--- config.mk ---
export PLATFORM = sky130hd
export DESIGN_NAME = csv_row_tokenizer
export DESIGN_NICKNAME = d
export VERILOG_FILES = /design/src/sv/crt_pkg.sv /design/src/sv/csv_row_tokenizer.sv /design/src/sv/crt_ctrl.sv /design/src/sv/crt_dp.sv
export SDC_FILE = /design/constraint.sdc
export NUM_CORES = 1
export LEC_CHECK = 0
export BUFFER_PORTS_ARGS = -buffer_cell sky130_fd_sc_hd__clkbuf_2
export CORE_MARGIN = 10
export CORE_UTILIZATION = 29
export DETAILED_ROUTE_END_ITERATION = 12
export PLACE_DENSITY = 0.46
export SLEW_MARGIN = 20
export SYNTH_ARGS = -nofsm -noshare
export SYNTH_HDL_FRONTEND = slang
export SYNTH_SLANG_ARGS = --single-unit
--- constraint.sdc ---
create_clock -name i_clk -period 8.8 [get_ports i_clk]
set_input_delay 1.76 -clock i_clk [delete_from_list [all_inputs] [get_ports i_clk]]
set_output_delay 1.76 -clock i_clk [all_outputs]
set_load 0.005 [all_outputs]
--- src/sv/crt_pkg.sv ---
// Shared types and constants for the CSV row tokenizer.
package crt_pkg;

    localparam logic [7:0] CH_COMMA = 8'h2C;
    localparam logic [7:0] CH_CR    = 8'h0D;
    localparam logic [7:0] CH_QUOTE = 8'h22;
    localparam logic [7:0] CH_SPACE = 8'h20;
    localparam logic [7:0] CH_TAB   = 8'h09;

    localparam logic [1:0] KIND_DATA = 2'd0;
    localparam logic [1:0] KIND_CELL = 2'd1;
    localparam logic [1:0] KIND_ROW  = 2'd2;

    typedef enum logic {
        ST_IDLE,
        ST_FLUSH
    } t_state;

    typedef struct packed {
        logic take;
        logic flush_emit;
    } t_dp_cmd;

    typedef struct packed {
        logic slot_free;
        logic flush_req;
        logic flush_last;
    } t_dp_status;

    function automatic logic is_space(input logic [7:0] c);
        return (c == CH_SPACE) || ((c >= CH_TAB) && (c <= CH_CR));
    endfunction

endpackage

--- src/sv/csv_row_tokenizer.sv ---
// Top level: CSV row tokenizer, stream in and out.
// Output is registered; held whitespace is emitted ahead of the content byte releasing it.
// Throughput: one byte per cycle while no trailing whitespace is held and output is
// not stalled; held whitespace bytes released by a content byte are read out through
// the single read port of the pending whitespace store, and input stalls meanwhile.
// Reset: synchronous active-low; clears quote, cell and store-count state, no clearing pass.
module csv_row_tokenizer #(
    parameter int SPACE_DEPTH = 16
) (
    input  logic       i_clk,
    input  logic       i_rst_n,
    input  logic       s_axis_tvalid,
    output logic       s_axis_tready,
    input  logic [7:0] s_axis_tdata,   // [7:0] in_byte
    input  logic       s_axis_tlast,   // row_end
    output logic       m_axis_tvalid,
    input  logic       m_axis_tready,
    output logic [7:0] m_axis_tdata,   // [7:0] out_byte
    output logic [2:0] m_axis_tuser,   // [1:0] kind, [2] cell_overflow
    output logic       m_axis_tlast    // last
);

    crt_pkg::t_dp_cmd    cmd;
    crt_pkg::t_dp_status status;
    logic [1:0]          kind;
    logic                cell_ovf;

    crt_ctrl u_ctrl (
        .i_clk      (i_clk),
        .i_rst_n    (i_rst_n),
        .i_in_valid (s_axis_tvalid),
        .o_in_ready (s_axis_tready),
        .i_status   (status),
        .o_cmd      (cmd)
    );

    crt_dp #(
        .SPACE_DEPTH (SPACE_DEPTH)
    ) u_dp (
        .i_clk           (i_clk),
        .i_rst_n         (i_rst_n),
        .i_in_byte       (s_axis_tdata),
        .i_row_end       (s_axis_tlast),
        .i_cmd           (cmd),
        .o_status        (status),
        .i_out_ready     (m_axis_tready),
        .o_out_valid     (m_axis_tvalid),
        .o_out_byte      (m_axis_tdata),
        .o_kind          (kind),
        .o_cell_overflow (cell_ovf),
        .o_last          (m_axis_tlast)
    );

    assign m_axis_tuser = {cell_ovf, kind};

endmodule

--- src/sv/crt_ctrl.sv ---
// Controller: input handshake and whitespace flush sequencing.
module crt_ctrl (
    input  logic                i_clk,
    input  logic                i_rst_n,
    input  logic                i_in_valid,
    output logic                o_in_ready,
    input  crt_pkg::t_dp_status i_status,
    output crt_pkg::t_dp_cmd    o_cmd
);

    crt_pkg::t_state r_state;
    crt_pkg::t_state n_state;

    always_ff @(posedge i_clk) begin
        if (!i_rst_n) begin
            r_state <= crt_pkg::ST_IDLE;
        end else begin
            r_state <= n_state;
        end
    end

    always_comb begin
        n_state          = r_state;
        o_in_ready       = 1'b0;
        o_cmd.take       = 1'b0;
        o_cmd.flush_emit = 1'b0;
        unique case (r_state)
            crt_pkg::ST_IDLE: begin
                o_in_ready = i_status.slot_free;
                o_cmd.take = i_in_valid && i_status.slot_free;
                if (o_cmd.take && i_status.flush_req) begin
                    n_state = crt_pkg::ST_FLUSH;
                end
            end
            crt_pkg::ST_FLUSH: begin
                o_cmd.flush_emit = i_status.slot_free;
                if (i_status.slot_free && i_status.flush_last) begin
                    n_state = crt_pkg::ST_IDLE;
                end
            end
            default: n_state = crt_pkg::ST_IDLE;
        endcase
    end

endmodule

--- src/sv/crt_dp.sv ---
// Datapath: quote/cell state, pending whitespace store and output register.
module crt_dp #(
    parameter int SPACE_DEPTH = 16
) (
    input  logic                i_clk,
    input  logic                i_rst_n,
    input  logic [7:0]          i_in_byte,
    input  logic                i_row_end,
    input  crt_pkg::t_dp_cmd    i_cmd,
    output crt_pkg::t_dp_status o_status,
    input  logic                i_out_ready,
    output logic                o_out_valid,
    output logic [7:0]          o_out_byte,
    output logic [1:0]          o_kind,
    output logic                o_cell_overflow,
    output logic                o_last
);

    localparam int CW = $clog2(SPACE_DEPTH + 1);
    localparam int AW = (SPACE_DEPTH > 1) ? $clog2(SPACE_DEPTH) : 1;
    localparam logic [CW-1:0] DEPTH_C = CW'(SPACE_DEPTH);

    logic [7:0]    r_mem [SPACE_DEPTH];
    logic [7:0]    r_rd_data;
    logic [CW-1:0] r_count, n_count;
    logic [CW-1:0] r_idx, n_idx;
    logic          r_in_quotes, n_in_quotes;
    logic          r_quote_pend, n_quote_pend;
    logic          r_content_seen, n_content_seen;
    logic          r_ovf, n_ovf;
    logic [7:0]    r_held;

    logic          r_out_valid;
    logic [7:0]    r_out_byte;
    logic [1:0]    r_out_kind;
    logic          r_out_ovf;
    logic          r_out_last;

    logic          slot_free;
    logic          in_q_eff;
    logic          c_quote;
    logic          c_comma;
    logic          c_cr;
    logic          c_space;
    logic          is_content;
    logic          cell_end;
    logic          wr_en;
    logic          load;
    logic [7:0]    ld_byte;
    logic [1:0]    ld_kind;
    logic          ld_ovf;
    logic          ld_last;
    logic          flush_req;
    logic          flush_last;
    logic [CW-1:0] rd_sel;
    logic [AW-1:0] rd_addr;

    assign slot_free  = !r_out_valid || i_out_ready;
    assign c_quote    = (i_in_byte == crt_pkg::CH_QUOTE);
    assign c_comma    = (i_in_byte == crt_pkg::CH_COMMA);
    assign c_cr       = (i_in_byte == crt_pkg::CH_CR);
    assign c_space    = crt_pkg::is_space(i_in_byte);
    assign in_q_eff   = r_in_quotes && !r_quote_pend;
    assign is_content = (r_quote_pend && c_quote) ||
                        (!c_quote && !(c_comma && !in_q_eff) && !c_cr);
    assign cell_end   = !i_row_end && !(r_quote_pend && c_quote) && !c_quote &&
                        c_comma && !in_q_eff;
    assign flush_req  = !i_row_end && is_content && !c_space && (r_count != '0);
    assign flush_last = (r_idx == r_count);
    assign wr_en      = i_cmd.take && !i_row_end && is_content && c_space &&
                        r_content_seen && (r_count < DEPTH_C);

    assign o_status.slot_free  = slot_free;
    assign o_status.flush_req  = flush_req;
    assign o_status.flush_last = flush_last;

    always_comb begin
        n_in_quotes    = r_in_quotes;
        n_quote_pend   = r_quote_pend;
        n_content_seen = r_content_seen;
        n_count        = r_count;
        n_ovf          = r_ovf;
        n_idx          = r_idx;
        load           = 1'b0;
        ld_byte        = 8'h00;
        ld_kind        = crt_pkg::KIND_DATA;
        ld_ovf         = 1'b0;
        ld_last        = 1'b1;
        if (i_cmd.take) begin
            n_idx = '0;
            if (i_row_end) begin
                n_in_quotes    = 1'b0;
                n_quote_pend   = 1'b0;
                n_content_seen = 1'b0;
                n_count        = '0;
                n_ovf          = 1'b0;
                load           = 1'b1;
                ld_kind        = crt_pkg::KIND_ROW;
                ld_ovf         = r_ovf;
            end else begin
                n_quote_pend = 1'b0;
                if (!(r_quote_pend && c_quote)) begin
                    n_in_quotes = c_quote ? 1'b1 : in_q_eff;
                    if (c_quote) begin
                        n_quote_pend = in_q_eff;
                    end
                end
                if (cell_end) begin
                    n_content_seen = 1'b0;
                    n_count        = '0;
                    n_ovf          = 1'b0;
                    load           = 1'b1;
                    ld_kind        = crt_pkg::KIND_CELL;
                    ld_ovf         = r_ovf;
                end else if (is_content) begin
                    if (c_space) begin
                        if (r_content_seen) begin
                            if (r_count < DEPTH_C) begin
                                n_count = r_count + 1'b1;
                            end else begin
                                n_ovf = 1'b1;
                            end
                        end
                    end else begin
                        n_content_seen = 1'b1;
                        if (r_count == '0) begin
                            load    = 1'b1;
                            ld_byte = i_in_byte;
                        end
                    end
                end
            end
        end else if (i_cmd.flush_emit) begin
            load = 1'b1;
            if (flush_last) begin
                ld_byte = r_held;
                n_count = '0;
            end else begin
                ld_byte = r_rd_data;
                ld_last = 1'b0;
                n_idx   = r_idx + 1'b1;
            end
        end
    end

    // read address tracks the next index so r_rd_data holds entry r_idx whenever a flush reads it
    assign rd_sel  = (i_cmd.flush_emit && !flush_last) ? (r_idx + 1'b1) :
                     (i_cmd.take ? '0 : r_idx);
    assign rd_addr = (rd_sel < DEPTH_C) ? rd_sel[AW-1:0] : '0;

    always_ff @(posedge i_clk) begin
        if (wr_en) begin
            r_mem[r_count[AW-1:0]] <= i_in_byte;
        end
        r_rd_data <= r_mem[rd_addr];
        if (i_cmd.take) begin
            r_held <= i_in_byte;
        end
        if (load) begin
            r_out_byte <= ld_byte;
            r_out_kind <= ld_kind;
            r_out_ovf  <= ld_ovf;
            r_out_last <= ld_last;
        end
    end

    always_ff @(posedge i_clk) begin
        if (!i_rst_n) begin
            r_in_quotes    <= 1'b0;
            r_quote_pend   <= 1'b0;
            r_content_seen <= 1'b0;
            r_count        <= '0;
            r_ovf          <= 1'b0;
            r_idx          <= '0;
            r_out_valid    <= 1'b0;
        end else begin
            r_in_quotes    <= n_in_quotes;
            r_quote_pend   <= n_quote_pend;
            r_content_seen <= n_content_seen;
            r_count        <= n_count;
            r_ovf          <= n_ovf;
            r_idx          <= n_idx;
            if (load) begin
                r_out_valid <= 1'b1;
            end else if (i_out_ready) begin
                r_out_valid <= 1'b0;
            end
        end
    end

    assign o_out_valid     = r_out_valid;
    assign o_out_byte      = r_out_byte;
    assign o_kind          = r_out_kind;
    assign o_cell_overflow = r_out_ovf;
    assign o_last          = r_out_last;

endmodule

After elaboration in Yosys (flattened, before gate mapping)
Memories as Yosys holds them, arrays and structs flattened. A register that Yosys moved wholly into a read port is not among the register bits.
Cells that the tools add are included.
{ "word_totals": {"mem_bits_rw": 128, "memories": 1, "regBits": 36} }
{ "memory_table": {"columns": ["name", "depth", "word_bits", "read_ports", "rd_ports_with_merged_regs", "wr", "line_no", "rtl"], "rows": [
  ["u_dp.r_mem", 16, 8, 1, 1, 1, "crt_dp.sv:23", "logic [7:0] r_mem [SPACE_DEPTH];"]
]} }
{ "op_classes": {"bitwise": 5, "n_eq_ne": 12, "muxes": 58, "n_lt_le_gt_ge": 4, "n_addsub": 2, "reduce_logical": 51} }
{ "op_table": {"columns": ["operator", "n"], "rows": [
  ["8-bit two-way mux", 8],
  ["5-bit two-way mux", 11],
  ["1-bit two-way mux", 36],
  ["8-bit by 6-bit == test with 1-bit output (second input constant)", 3],
  ["1-bit logical AND", 22],
  ["4-bit != test (second input constant)", 4],
  ["5-bit by 1-bit adder with 5-bit output (second input constant)", 2],
  ["1-bit zero test", 10],
  ["5-bit < comparator (second input constant)", 2],
  ["3-bit nonzero test", 3],
  ["8-bit by 4-bit == test with 1-bit output (second input constant)", 1],
  ["8-bit by 4-bit greater-or-equal comparator with 1-bit output (second input constant)", 1],
  ["8-bit by 4-bit <= comparator with 1-bit output (second input constant)", 1],
  ["6-bit AND reduction", 1],
  ["2-bit nonzero test", 3],
  ["2-bit OR reduction", 3],
  ["5-bit == test", 1],
  ["5-bit zero test", 1],
  ["1-bit inverter", 5],
  ["5-bit AND reduction", 1],
  ["5-bit nonzero test", 1],
  ["4-bit two-way mux", 1],
  ["2-bit AND reduction", 2],
  ["1-bit logical OR", 3],
  ["other kinds (6)", 6]
]} }

Depth between registers and ports, before layout
{ "logic_depth": {"depth_word": 14, "depth_mapped": 12} }

Modules after synthesis
Synthesis repeated with hierarchy kept, for this count alone.
{ "hier_totals": {"cells_unflattened": 493, "area_unflattened_um2": 7191.9} }
{ "modules_own_cells": {"columns": ["module", "cells_per_inst", "area_per_inst_um2", "instances"], "rows": [
  ["crt_dp", 485, 7124.3, 1],
  ["crt_ctrl", 7, 60.1, 1],
  ["csv_row_tokenizer", 1, 7.5, 1]
]} }

Least setup slack after synthesis
Ideal clock, no wire load.
{ "synth_timing": {"path_kind": "input to register", "start": "in s_axis_tdata[0]", "end": "mem u_dp.r_mem[1][0], enable pin", "slack_ns": 4.557, "arrival_ns": 3.860, "path_buffers": 0, "path_stages": 7, "cell_sequence": "nand2b_1 -> o31a_1 -> o22ai_1 -> nor4bb_1 -> nor4b_1 -> nand2_1 -> nor3_1"} }
{ "synth_via": {"elab_chain_cells": 12} }
{ "synth_lines": {"columns": ["element", "line_no", "rtl"], "rows": [
  ["start: declaration", "csv_row_tokenizer.sv:14", "input logic [7:0] s_axis_tdata,"],
  ["parallel branches: the longest is 7 deep, another holds 8-bit by 4-bit greater-or-equal comparator with 1-bit output", null, null],
  ["1-bit logical AND * (2 in series)", "crt_dp.sv:70", "assign wr_en = i_cmd.take && !i_row_end && is_content && c_space &&"],
  ["1-bit logical AND *", "crt_dp.sv:71", "r_content_seen && (r_count < DEPTH_C);"],
  ["1-bit two-way mux *", "crt_dp.sv:152", "if (wr_en) begin"],
  ["1-bit two-way mux (not written as such) *", "crt_dp.sv:153", "r_mem[r_count[AW-1:0]] <= i_in_byte;"],
  ["end: declaration", "crt_dp.sv:23", null]
]} }
Every way passes the cells marked *.

Worst setup path after layout
{ "layout_timing": {"start": "in s_axis_tdata[0]", "end": "mem u_dp.r_mem[2][6], enable pin"} }
Same word-level chain as after synthesis.

==> results.md <==
- TritonCTS built the clock tree.
- The largest buffer count on any clock path is 2.
- The H-tree depth is 4.
- The horizontal die dimension is 176.9 um.
- The synthesized netlist devotes 12.91% of its cell area to compound gates.
- The detailed-route vias per instance is 4.866.
- The first-pass GRT wire length is roughly 26000 um.
- The wire length per cell after detailed routing is 20.03 um.
- The setup total negative slack is 0 ns.
- In this run the count of I/O pins placed on the die edge is 27.
- The number of global-route vias before repair is 4352.
- The hold violation count in the final report is 0.
- The detailed route wirelength on metal3 is between 700 and 800 um.
- The final-layout fill cell count is approximately 2400.
- Clock tree synthesis selected as its root buffer the cell clkbuf_16.
- The cell count after synthesis is 501.
- The type of the tightest min-delay check is flip-flop to flip-flop.
- Static timing analysis puts the maximum clock frequency at approximately 0.19 GHz.
- The routed design has 17210 um of wire.
- The die covers about 31000 um^2.
- The area taken by multi-input logic gates is 2054 um^2.
- On the critical path, the stage with the largest delay is an instance of nor3_1.
- The largest net degree at the start of global routing is 72.
- The post-detailed-placement half-perimeter wirelength is 11180 um.
- The setup check on the worst reg-to-reg path leaves a slack of 5.09 ns.
- The total count of max-transition violations in the final report is 0.
- The total track usage is 11.26%.
- The clock-pin slew reported for the worst setup and hold paths after clock tree synthesis is 0.07 ns.
- The post-synthesis xor/xnor area fraction is 1.717%.
- The number of setup violations in the final report is 0.
- The worst hold slack after final layout is 0.4798 ns.
- The pre-antenna-repair detailed-routing pass consisted of 4 iterations.
- The top cell type by total area after synthesis is edfxtp_1.
- The type of origin of the critical path is an input pin.
- With fillers left out, the area of the finished cells amounts to 8162 um^2.
- Registers take 4925 um^2.
- The average cell area after synthesis is 14.25 um^2.
- IR analysis of the VDD net gives a maximum drop of 124.0 uV.
- After Yosys synthesis, full adders, half adders and majority gates account for less than 1% of the synthesized area.
- The required time of the critical path is 8.85 ns.
- Routability-driven placement finished with a final weighted congestion of 0.7921.
- In this run the remaining antenna-violating nets after routing total 0.
- The fraction of final layout cells with drive strength greater than 1 is about 15%.
- The hold-fix buffer count after cts is 0.
- Dividing the final minimum period by the clock period gives 58.42%.
- The signed area change from the synthesized netlist to the final layout is 14.30%.
- By area the synthesized netlist is led by edfxtp_1 62%, dfxtp_1 6.7%, mux2i_1 3.6%, o22ai_1 2.2%, nand2_1 1.9%.
- For this block, wires on met1 add up to 7439 um.
- The area share of the largest cell type after synthesis is just over 60%.
- Global routing finished with a remaining overflow of 0.
- The maximum fanout encountered on the critical timing path is 21.
- The initial utilization of the core area, before any placement, comes to 29.45%.
- In the final design database the tool counted 540 nets.
- The worst setup margin is ~3.7 ns.
- The simple-gate share of the synthesized area is 8.989%.
- The post-synthesis sequential element count is about 170.
- Across the run, the number of max-cap violations was 0.
- After detailed placement, the total cell area comes to 7545 um^2.
- Of all flip-flops after synthesis, the portion carrying an async set or reset was 0%.
- The cell row count is between 50 and 60.
- After synthesis, the largest family of logic cells by area is compound AO/OA/AOI/OAI gates.
- Counting every net in the synthesized netlist gives 519.
- Summing over every cut layer, the via total after detailed routing is 4180.
- The worst path in the final design needs a cycle of between 5 and 6 ns, including I/O delays and setup.
- The number of clock buffers inserted by TritonCTS is 17.
- In this run the post-CTS setup repair buffer count came out at 0.
- The number of antenna violations at the first check in global routing is 0.
- Setup repair after global routing left no endpoint under its margin.
- The flow ran to the end, and the final reports show no timing, DRC or antenna violations.
- The startpoint-to-endpoint class of the critical path is input pin to flip-flop.
- After synthesis, the netlist uses 59 different library cells.
- The number of resized instances in the post-cts repair step is 0.
- The count of warnings emitted by yosys is 0.
- For this design the static power due to leakage is approximately 0.0028 uW.
- The delay contributed by the slowest stage of the critical path is just under 0.9 ns.
- The total of buffers placed on input and output ports is 26.
- The area of the core region is ~24000 um^2.
- The leading register cell type out of synthesis is edfxtp_1.
- Detailed routing placed a total of 8698 um of wire on met2.
- The number of sinks on the clock net is 172.
- The pre-CTS setup slack is 3.097 ns.
- Data arrives at the worst endpoint at 5.19 ns.
- Yosys mapped a number of flops with a built-in enable equal to 148.
- The worst setup path is captured at a flip-flop.
- In this run, the number of DRC markers left after iteration 0 of detailed routing was roughly 330.
- Leaving out fill and tap cells, the most frequent cell in the layout is edfxtp_1.
- The transition time at the pin with the least slew margin is 1.069 ns.
- Leaving out fill and tap cells, the most frequent cells in the layout are 148 x edfxtp_1, 37 x nand2_1, 34 x nor2_1.
- The areal power density over the cells is roughly 210 nW/um^2.
- The die height is about 180 um.
- The later pin in the worst-skew pair is clocked with a latency of roughly 0.43 ns.
- The multiplexer fraction of the synthesized cell area is 3.960%.
- After detailed routing, no signal wire sits above met4.
- The synthesized cell area is 7141 um^2.
- In the routed design, unresolved DRC markers number 0.
- Traced cell by cell, the critical path runs through clkbuf_2 -> nand2b_1 -> o31a_1 -> o22ai_1 -> nor4bb_1 -> nor4b_1 -> nand2_1 -> nor3_1.
- Between clock sinks in the finished design, the worst skew comes to 0.01525 ns.
- The share of the yosys chip area belonging to registers is 68.97%.
- The count of inserted antenna diode cells is 0.
- Headroom to the max-slew limit came out at 28.19%.
final cells by class:
type | count | area share, %
Sequential cell | 172 | 60.34
Multi-Input combinational cell | 296 | 25.17
Clock buffer | 17 | 5.212
Tap cell | 324 | 4.967
Clock inverter | 15 | 2.162
Timing Repair Buffer | 29 | 1.870
Inverter | 6 | 0.2759
metrics by stage:
stage / util, % / instances / power (uW)
6_report: 33.66 / 859 / 1687
5_1_grt: 33.66 / 859 / 1735
4_1_cts: 33.60 / 859 / 1701
3_5_place_dp: 31.11 / 827 / 958.1
3_3_place_gp: 31.11 / 827 / 957.3
2_1_floorplan: - / 501 / 929.0
where the power goes:
| part | internal, uW | switching [uW] | leakage, uW |
|---|---|---|---|
| combinational | 11.0 | 32.4 | 0.00101 |
| clock | 406 | 343 | 0.000285 |
| sequential | 893 | 2.15 | 0.00154 |
| total | 1310 | 377 | 0.00284 |
synth_stat cells, types with 3 or more instances:
library cell  number
a32o_1             7
clkbuf_1           6
o221ai_1           8
edfxtp_1         148
dfxtp_1           24
nand3_1            3
xnor2_1            8
a21o_1             8
ha_1               5
a211o_1            8
buf_4              9
mux2i_1           26
nand2_1           37
buf_2              9
nand4_1            4
o22ai_1           25
and3_1             4
a22o_1             8
a21oi_1           13
nor3_1             8
nor2_1            35
a211oi_1          15
xor2_1             6
nor2b_1           13
nand2b_1           4
o21ai_0           13
and2_1             3
inv_1              5
critical path: cells and delay by family:
kind,cells,cell delay [ns]
AO/OA/AOI/OAI,2,0.47
buffers and inverters,1,0.31
AND/OR/NAND/NOR,5,2.64
cells by family after synthesis:
kind of cell    after synthesis
simple gates                126
buf+inv                      33
mux                          28
xor+xnor                     14
flops                       172
fa+ha+maj                     5
compound gates              123
per-layer routing:
layer	GRT usage (%)	vias to the layer above
met5	0	-
met3	2.688	27
li1	-	1986
met2	19.06	85
met1	13.60	2082
met4	4.308	0
flip-flops by register name (all words and copies together), names as in the netlist, 2 cells and up:
| signal | count |
|---|---|
| u_dp.o_out_byte | 8 |
| u_dp.r_mem | 128 |
| u_dp.r_rd_data | 8 |
| u_dp.r_idx | 5 |
| u_dp.o_kind | 2 |
| u_dp.r_held | 8 |
| u_dp.r_count | 5 |
path summary, 6_finish.rpt:
kind	startpoint	end	cells past startpoint
hold / removal	u_dp.r_content_seen	u_dp.r_content_seen	2
setup reg to reg	u_dp.r_count[3]	u_dp.r_rd_data[2]	10
setup / recovery	s_axis_tdata[0]	u_dp.r_mem[2][6]	8
hold reg to reg	u_dp.r_content_seen	u_dp.r_content_seen	2
(Power assumes the default switching activity.)
